### src/rtl/cptb_pkg.sv
`default_nettype none

package cptb_pkg;

  localparam int unsigned CmdW    = 3;
  localparam int unsigned IdxW    = 2;
  localparam int unsigned ValW    = 16;
  localparam int unsigned MaskW   = 4;
  localparam int unsigned PhaseW  = 10;
  localparam int unsigned InDataW = 24;
  localparam int unsigned OutDataW = 24;

  localparam logic [CmdW-1:0] CMD_RELOAD  = 3'd0;
  localparam logic [CmdW-1:0] CMD_CONTROL = 3'd1;
  localparam logic [CmdW-1:0] CMD_DEFER   = 3'd2;
  localparam logic [CmdW-1:0] CMD_TICK    = 3'd3;
  localparam logic [CmdW-1:0] CMD_READ    = 3'd4;

  localparam int unsigned CTL_BIT_ENABLE  = 7;
  localparam int unsigned CTL_BIT_IRQ     = 6;
  localparam int unsigned CTL_BIT_CASCADE = 2;

  localparam logic [1:0] PSC_DIV1    = 2'd0;
  localparam logic [1:0] PSC_DIV64   = 2'd1;
  localparam logic [1:0] PSC_DIV256  = 2'd2;
  localparam logic [1:0] PSC_DIV1024 = 2'd3;

  typedef struct packed {
    logic       enable;
    logic       irq;
    logic       cascade;
    logic [1:0] prescale;
  } ctl_t;

  function automatic logic phase_hit(input logic [1:0] prescale,
                                     input logic [PhaseW-1:0] phase);
    logic hit;
    hit = 1'b0;
    unique case (prescale)
      PSC_DIV1:    hit = 1'b1;
      PSC_DIV64:   hit = (phase[5:0] == 6'd0);
      PSC_DIV256:  hit = (phase[7:0] == 8'd0);
      PSC_DIV1024: hit = (phase == '0);
      default:     hit = 1'b0;
    endcase
    return hit;
  endfunction

endpackage

`default_nettype wire

### src/rtl/cascaded_prescaled_timer_bank_core.sv
// Channel | Direction | tdata fields (low bit first)                  | tuser
// in_     | slave     | timer_index[1:0], write_value[17:2], zero pad  | command[2:0]
// out_    | master    | read_data[15:0], irq_mask[19:16], ovf[23:20]   | none
//
// One transaction is accepted per cycle while the result register can drain;
// its result passes from the input register to the result register and is
// then presented on out_tdata. The timer update and the cascade chain are
// computed combinationally between the two registers.
// Reset clears all timers, the tick phase and both pipeline stages' valid flags.
// A stalled result holds the pipeline; in_tready then drops once the input
// register is full.
`default_nettype none

module cascaded_prescaled_timer_bank_core
  import cptb_pkg::*;
#(
  parameter int unsigned NUM_TIMERS = 4
) (
  input  wire logic                clk,
  input  wire logic                rst_n,
  input  wire logic                in_tvalid,
  output logic                     in_tready,
  // timer_index[1:0], write_value[17:2], zeros[23:18]
  input  wire logic [InDataW-1:0]  in_tdata,
  // command[2:0]
  input  wire logic [CmdW-1:0]     in_tuser,
  output logic                     out_tvalid,
  input  wire logic                out_tready,
  // read_data[15:0], irq_mask[19:16], overflow_mask[23:20]
  output logic [OutDataW-1:0]      out_tdata
);

  logic                s1_valid_r;
  logic [CmdW-1:0]     s1_cmd_r;
  logic [IdxW-1:0]     s1_idx_r;
  logic [ValW-1:0]     s1_val_r;
  logic                out_valid_r;
  logic [OutDataW-1:0] out_data_r;
  logic                fire;

  logic [PhaseW-1:0] phase_r, phase_nxt, phase_inc;
  logic [ValW-1:0]   count_r  [NUM_TIMERS];
  logic [ValW-1:0]   count_nxt[NUM_TIMERS];
  logic [ValW-1:0]   reload_r [NUM_TIMERS];
  logic [ValW-1:0]   reload_nxt[NUM_TIMERS];
  ctl_t              ctl_r    [NUM_TIMERS];
  ctl_t              ctl_nxt  [NUM_TIMERS];
  logic [NUM_TIMERS-1:0] delay_r, delay_nxt;
  logic [NUM_TIMERS-1:0] fresh_r, fresh_nxt;
  logic [NUM_TIMERS-1:0] sel;
  logic [NUM_TIMERS-1:0] inc;
  logic [NUM_TIMERS-1:0] ovf;
  logic [NUM_TIMERS-1:0] irq;
  logic [NUM_TIMERS+MaskW-1:0] ovf_ext, irq_ext;
  logic [ValW-1:0]   rd_data;

  assign fire       = s1_valid_r && (!out_valid_r || out_tready);
  assign in_tready  = !s1_valid_r || fire;
  assign out_tvalid = out_valid_r;
  assign out_tdata  = out_data_r;
  assign phase_inc  = phase_r + PhaseW'(1);

  always_comb begin
    logic carry;
    logic own;
    ctl_t c;
    carry = 1'b0;
    c     = '0;
    for (int t = 0; t < NUM_TIMERS; t++) begin
      sel[t] = (int'(s1_idx_r) == t);
      own = ctl_r[t].enable && !ctl_r[t].cascade && !delay_r[t] &&
            phase_hit(ctl_r[t].prescale, phase_inc);
      inc[t] = own || (carry && ctl_r[t].enable && ctl_r[t].cascade && !delay_r[t]);
      ovf[t] = inc[t] && (count_r[t] == '1);
      irq[t] = ovf[t] && ctl_r[t].irq;
      carry  = ovf[t];
    end

    phase_nxt = phase_r;
    rd_data   = '0;
    for (int t = 0; t < NUM_TIMERS; t++) begin
      count_nxt[t]  = count_r[t];
      reload_nxt[t] = reload_r[t];
      ctl_nxt[t]    = ctl_r[t];
      delay_nxt[t]  = delay_r[t];
      fresh_nxt[t]  = fresh_r[t];
    end

    unique case (s1_cmd_r)
      CMD_RELOAD: begin
        for (int t = 0; t < NUM_TIMERS; t++) begin
          if (sel[t]) begin
            reload_nxt[t] = s1_val_r;
          end
        end
      end
      CMD_CONTROL: begin
        for (int t = 0; t < NUM_TIMERS; t++) begin
          if (sel[t]) begin
            c.enable   = s1_val_r[CTL_BIT_ENABLE];
            c.irq      = s1_val_r[CTL_BIT_IRQ];
            c.cascade  = s1_val_r[CTL_BIT_CASCADE] && (t != 0);
            c.prescale = s1_val_r[1:0];
            ctl_nxt[t] = c;
            if (!ctl_r[t].enable && c.enable) begin
              count_nxt[t] = reload_r[t];
              delay_nxt[t] = 1'b0;
              fresh_nxt[t] = 1'b1;
            end
            if (!c.enable) begin
              delay_nxt[t] = 1'b0;
              fresh_nxt[t] = 1'b0;
            end
          end
        end
      end
      CMD_DEFER: begin
        delay_nxt = delay_r | fresh_r;
      end
      CMD_TICK: begin
        phase_nxt = phase_inc;
        fresh_nxt = '0;
        delay_nxt = '0;
        for (int t = 0; t < NUM_TIMERS; t++) begin
          if (inc[t]) begin
            count_nxt[t] = ovf[t] ? reload_r[t] : count_r[t] + ValW'(1);
          end
        end
      end
      CMD_READ: begin
        for (int t = 0; t < NUM_TIMERS; t++) begin
          if (sel[t]) begin
            rd_data = rd_data | count_r[t];
          end
        end
      end
      default: begin
      end
    endcase
  end

  assign ovf_ext = (NUM_TIMERS + MaskW)'(ovf);
  assign irq_ext = (NUM_TIMERS + MaskW)'(irq);

  always_ff @(posedge clk) begin
    if (!rst_n) begin
      s1_valid_r  <= 1'b0;
      out_valid_r <= 1'b0;
      phase_r     <= '0;
      delay_r     <= '0;
      fresh_r     <= '0;
      for (int t = 0; t < NUM_TIMERS; t++) begin
        count_r[t]  <= '0;
        reload_r[t] <= '0;
        ctl_r[t]    <= '0;
      end
    end else begin
      if (in_tready) begin
        s1_valid_r <= in_tvalid;
      end
      if (fire) begin
        out_valid_r <= 1'b1;
        phase_r     <= phase_nxt;
        delay_r     <= delay_nxt;
        fresh_r     <= fresh_nxt;
        for (int t = 0; t < NUM_TIMERS; t++) begin
          count_r[t]  <= count_nxt[t];
          reload_r[t] <= reload_nxt[t];
          ctl_r[t]    <= ctl_nxt[t];
        end
      end else if (out_tready) begin
        out_valid_r <= 1'b0;
      end
    end
  end

  always_ff @(posedge clk) begin
    if (in_tready && in_tvalid) begin
      s1_cmd_r <= in_tuser;
      s1_idx_r <= in_tdata[IdxW-1:0];
      s1_val_r <= in_tdata[IdxW+ValW-1:IdxW];
    end
    if (fire) begin
      if (s1_cmd_r == CMD_TICK) begin
        out_data_r <= {ovf_ext[MaskW-1:0], irq_ext[MaskW-1:0], rd_data};
      end else begin
        out_data_r <= {{(2*MaskW){1'b0}}, rd_data};
      end
    end
  end

endmodule

`default_nettype wire

### config.mk
export PLATFORM = sky130hd
export DESIGN_NAME = cascaded_prescaled_timer_bank_core
export DESIGN_NICKNAME = d
export VERILOG_FILES = /design/src/rtl/cptb_pkg.sv /design/src/rtl/cascaded_prescaled_timer_bank_core.sv
export SDC_FILE = /design/constraint.sdc
export NUM_CORES = 1
export LEC_CHECK = 0
export BUFFER_PORTS_ARGS = -buffer_cell sky130_fd_sc_hd__buf_2
export CORE_ASPECT_RATIO = 1.4
export CORE_MARGIN = 2
export CORE_UTILIZATION = 55
export DETAILED_ROUTE_END_ITERATION = 7
export PLACE_DENSITY_LB_ADDON = 0.15
export SYNTH_ARGS = -nofsm -noshare
export SYNTH_HDL_FRONTEND = slang
export SYNTH_SLANG_ARGS = --single-unit
### constraint.sdc
create_clock -name clk -period 3.8 [get_ports clk]
set_input_delay 0.19 -clock clk [delete_from_list [all_inputs] [get_ports clk]]
set_output_delay 0.19 -clock clk [all_outputs]
set_load 0.02 [all_outputs]
# == Yosys cells after proc, flatten, opt, wreduce, memory -nomap -nowiden ==
# Memories as Yosys holds them, arrays and structs flattened.
# Cells that the tools add are included.
# op_classes
reduce_logical,75
eq_ne,31
n_addsub,5
mux,83
bitwise,16
# op_table
op,count
16-bit 2-to-1 mux,36
64-bit one-hot mux with 2 select lines,1
"16-bit by 1-bit adder with 16-bit output, second input constant",4
"16-bit equality test, second input constant",4
64-bit 2-to-1 mux,1
16-bit OR,3
5-bit 2-to-1 mux,8
1-bit logical AND,35
4-bit AND reduction,8
1-bit 2-to-1 mux,30
"2-bit equality test, second input constant",10
20-bit 2-to-1 mux,1
1-bit one-hot mux with 4 select lines,4
1-bit logical NOT,14
"3-bit != test, second input constant",4
1-bit OR,12
4-bit one-hot mux with 3 select lines,1
"10-bit by 1-bit adder with 10-bit output, second input constant",1
"2-bit by 1-bit equality test with 1-bit output, second input constant",5
10-bit logical NOT,1
2-bit logical NOT,5
8-bit logical NOT,1
"2-bit != test, second input constant",4
4-bit one-hot mux with 2 select lines,1
10 further kinds,16
# word_totals
mem_count,3
in_bits,31
mem_bits_rw,148
output_inout_bits,26
elab_cells,229
reg_bits,65
# memory_table
name,words,width,read_ports,rd_clocked_by_memory_dff,wr,line,source
count_r,4,16,4,0,4,cascaded_prescaled_timer_bank_core.sv:42,logic [ValW-1:0] count_r [NUM_TIMERS];
reload_r,4,16,4,0,4,cascaded_prescaled_timer_bank_core.sv:44,logic [ValW-1:0] reload_r [NUM_TIMERS];
ctl_r,4,5,4,0,4,cascaded_prescaled_timer_bank_core.sv:46,ctl_t ctl_r [NUM_TIMERS];

# == Depth between registers and ports, before layout ==
# An unclocked memory read counts as a cell.
# logic_depth
ltp_word,25
ltp_mapped,13
depth_no_buf,10

# == Least setup slack after synthesis ==
# Ideal clock, no wire load.
# synth_timing
path_kind,register to register
start,memory count_r[0][0]
end,memory count_r[2][0] (enable)
n_path_buf,0
synth_period_minus_slack_ns,3.652
required_ns,3.389
stages_incl_launch_ff,10
t_arrival_ns,3.241
slack_ns,0.148
setup_time_ns,0.411
path_cell_list,edfxtp_1 -> ha_1 -> nand3_2 -> nor3b_2 -> nand4_2 -> a2111oi_4 -> o211ai_1 -> o21ai_0 -> a32oi_1 -> o21ai_0
# synth_rtl
element,line
start: declaration,cascaded_prescaled_timer_bank_core.sv:42

==> metrics.md <==
| Metric | Value |
|---|---|
| DRC | `0` |
| Vias in the first global route | `7073` |
| Port Buffers | `50` |
| Yosys top cell by area | `edfxtp_1` |
| Layout cells sized above 1 | `17.57%` |
| Mapped Cells | `790` |
| Final GP Congestion | `0.8879` |
| Post-route ant nets | `0` |
| Most frequent cells in the layout | `edfxtp_1, nor2_1, buf_2` |
| Reg clk slew, reported paths | `0.06 ns` |
| CTS buffer count | `22` |
| WL final | `25.41 mm` |
| Crit share post-route | `93.99%` |
| N_diodes | `0` |
| Distinct cell type count after synthesis | `55` |
| Register area share after synthesis | `61.72%` |
| Clock Tree Buf Depth | `3` |
| Placement row count | `58` |
| Max-slew headroom | `29.52%` |
| Crit path kind | `flip-flop to flip-flop` |
| DP Area | `10590 um^2` |
| Asr flop ratio synth | `0%` |
| Tot Pwr | `5.409 mW` |
| Synth warn | `0` |
| EDFF count, synth | `192` |
| Largest net degree at the start of global routing | `37` |
| Leakage power | `4.122 nW` |
| Commonest non-fill, non-tap cell in the layout | `edfxtp_1` |
| Status | `complete, no violations` |
| Gr usage total | `26.80%` |
| Dpl cells | `1066` |
| PD cells | `466.5 nW/um^2` |
| Final Skew | `0.008320 ns` |
| Setup Fix Bufs, Post-CTS | `0` |
| 1st-iter DRT viols | `670` |
| Min cycle time layout | `3.572 ns` |
| # IOs | `57` |
| Critical path required time | `4.03 ns` |
| Die height | `163.5 um` |
| Final number of hold-violating endpoints | `0` |
| Clock tree sinks | `212` |
| Via count | `6829` |
| Layout net count | `908` |
| Peak VDD IR | `0.0003220 V` |
| Top_reg_cell synth | `edfxtp_1` |
| CTS tree | `done` |
| Top cell type's share of synthesized area | `57.72%` |
| WL per Instance | `22.53 um` |
| Final setup fails | `0` |
| Final core utilization | `64.94%` |
| Worst Path Max Fanout | `20` |
| Max-Cap Viols | `0` |
| Final Cell Area | `11590 um^2` |
| GR Overflow Total | `0` |
| Initial antenna violation count | `0` |
| Synth area leaders | `edfxtp_1, dfxtp_1, mux4_2, nor2_1, a211oi_1` |
| Fin. max-slew vios | `0` |
| CTS Root Cell | `clkbuf_16` |
| FMAX | `280.0 MHz` |
| Seq cells post-synth | `212` |
| RSZ-0062 raised after global routing | `false` |
| Fin Setup TNS | `0 ns` |
| Hold/Removal Path Class | `input pin to flip-flop` |
| Syn nets | `826` |
| Mapped cell area | `9990 um^2` |
| Area growth syn-to-layout | `16.06%` |
| Resize count post-CTS | `0` |
| Core ar. | `17850 um^2` |
| CP Launch Type | `flip-flop` |
| Die ar. | `19270 um^2` |
| First-pass GRT wire length | `39.30 mm` |
| Fin cells | `1128` |
| Clk_lat worst skew | `0.50 ns` |
| Htree depth | `1` |
| Slew @ Worst Pin | `1.046 ns` |
| Hold-fix buffers, CTS | `22` |
| CP arrival | `3.80 ns` |
| Die width | `117.9 um` |
| Syn avg cell area | `12.65 um^2` |
| Initial core utilization | `55.96%` |
| Detailed placer's ending HPWL | `17.68 mm` |
| Crit. End Element | `flip-flop` |
| Mean number of vias per cell | `6.054` |
| Pre-antenna DRT Iters | `5` |
[metrics by stage]
stage / worst slack, ns / hold WS [ns]
after floorplan: 0.1479 / 0.2889
after global placement: 0.3961 / 0.3665
after detailed placement: 0.2768 / 0.3681
after CTS: 0.2603 / 0.02386
after global routing: 0.07151 / 0.05359
final: 0.2282 / 0.03831
[worst paths after layout]
check	start	endpoint	slack, ns	cells after the start
max	count_r[0][0]	count_r[3][6]	0.23	11
min	out_tready	out_tvalid	0.04	3
max reg2reg	count_r[0][0]	count_r[3][6]	0.23	11
min reg2reg	ctl_r[1][3]	out_tdata[17]	0.51	1
[power breakdown]
part	total [mW]	internal, mW	switching (mW)	leakage [nW]
registers	2.76	2.67	0.0933	2.13
logic	0.350	0.137	0.213	1.61
clock network	2.30	1.40	0.898	0.383
total	5.41	4.20	1.20	4.12
[synth_stat cells, types with 22 or more instances]
cell      number
nor2_1        83
a21oi_1       36
nand2_1       46
xor2_1        35
a211oi_1      41
xnor2_1       30
and3_1        33
edfxtp_1     192
and2_1        48
nor3_1        22
clkbuf_1      32
nand3_1       26
[worst max-delay path: stages (launching register included)]
cell	delay, ns
edfxtp_1	0.41
ha_1	0.24
nand3_2	0.16
nor3b_2	0.32
nand4_2	0.24
a2111oi_4	0.45
o211ai_1	0.16
or4_4	0.54
a21bo_1	0.29
buf_12	0.20
a21oi_1	0.21
a311oi_2	0.07
[registers in the layout, indices dropped and copies added (netlist names)]
name,count
fresh_r,4
ctl_r,19
s1_valid_r,1
count_r,64
out_tdata,24
s1_val_r,16
out_tvalid,1
s1_idx_r,2
phase_r,10
reload_r,64
delay_r,4
s1_cmd_r,3
[layout make-up]
class	instances	area, um^2
fillers	1356	6259
flip-flops and latches	212	6166
multi-input cells	532	3645
repair buffers	97	670.6
clock buffers	28	644.4
well taps	240	300.3
clock inverters	12	141.4
inverters	7	26.28
[cells by family (layout without fill, tap and decap cells)]
family / Yosys count / count (layout) / synth area share (%)
AO/OA/AOI/OAI: 127 / 127 / 9.181
XOR/XNOR: 65 / 65 / 5.699
adder cells (fa/ha/maj): 5 / 5 / 0.6263
buffers and inverters: 46 / 144 / 1.954
flip-flops: 212 / 212 / 61.72
multiplexers: 26 / 26 / 4.609
AND/OR/NAND/NOR: 309 / 309 / 16.21
[per-layer routing]
| layer | wire (um) | track usage (%) | up-vias |
|---|---|---|---|
| met5 | 0 | 0 | - |
| met3 | 1347 | 2.793 | 63 |
| met4 | 1072 | 11.06 | 0 |
| met2 | 13660 | 51.11 | 270 |
| li1 | - | - | 3119 |
| met1 | 9326 | 30.53 | 3377 |
(Power assumes the default switching activity.)
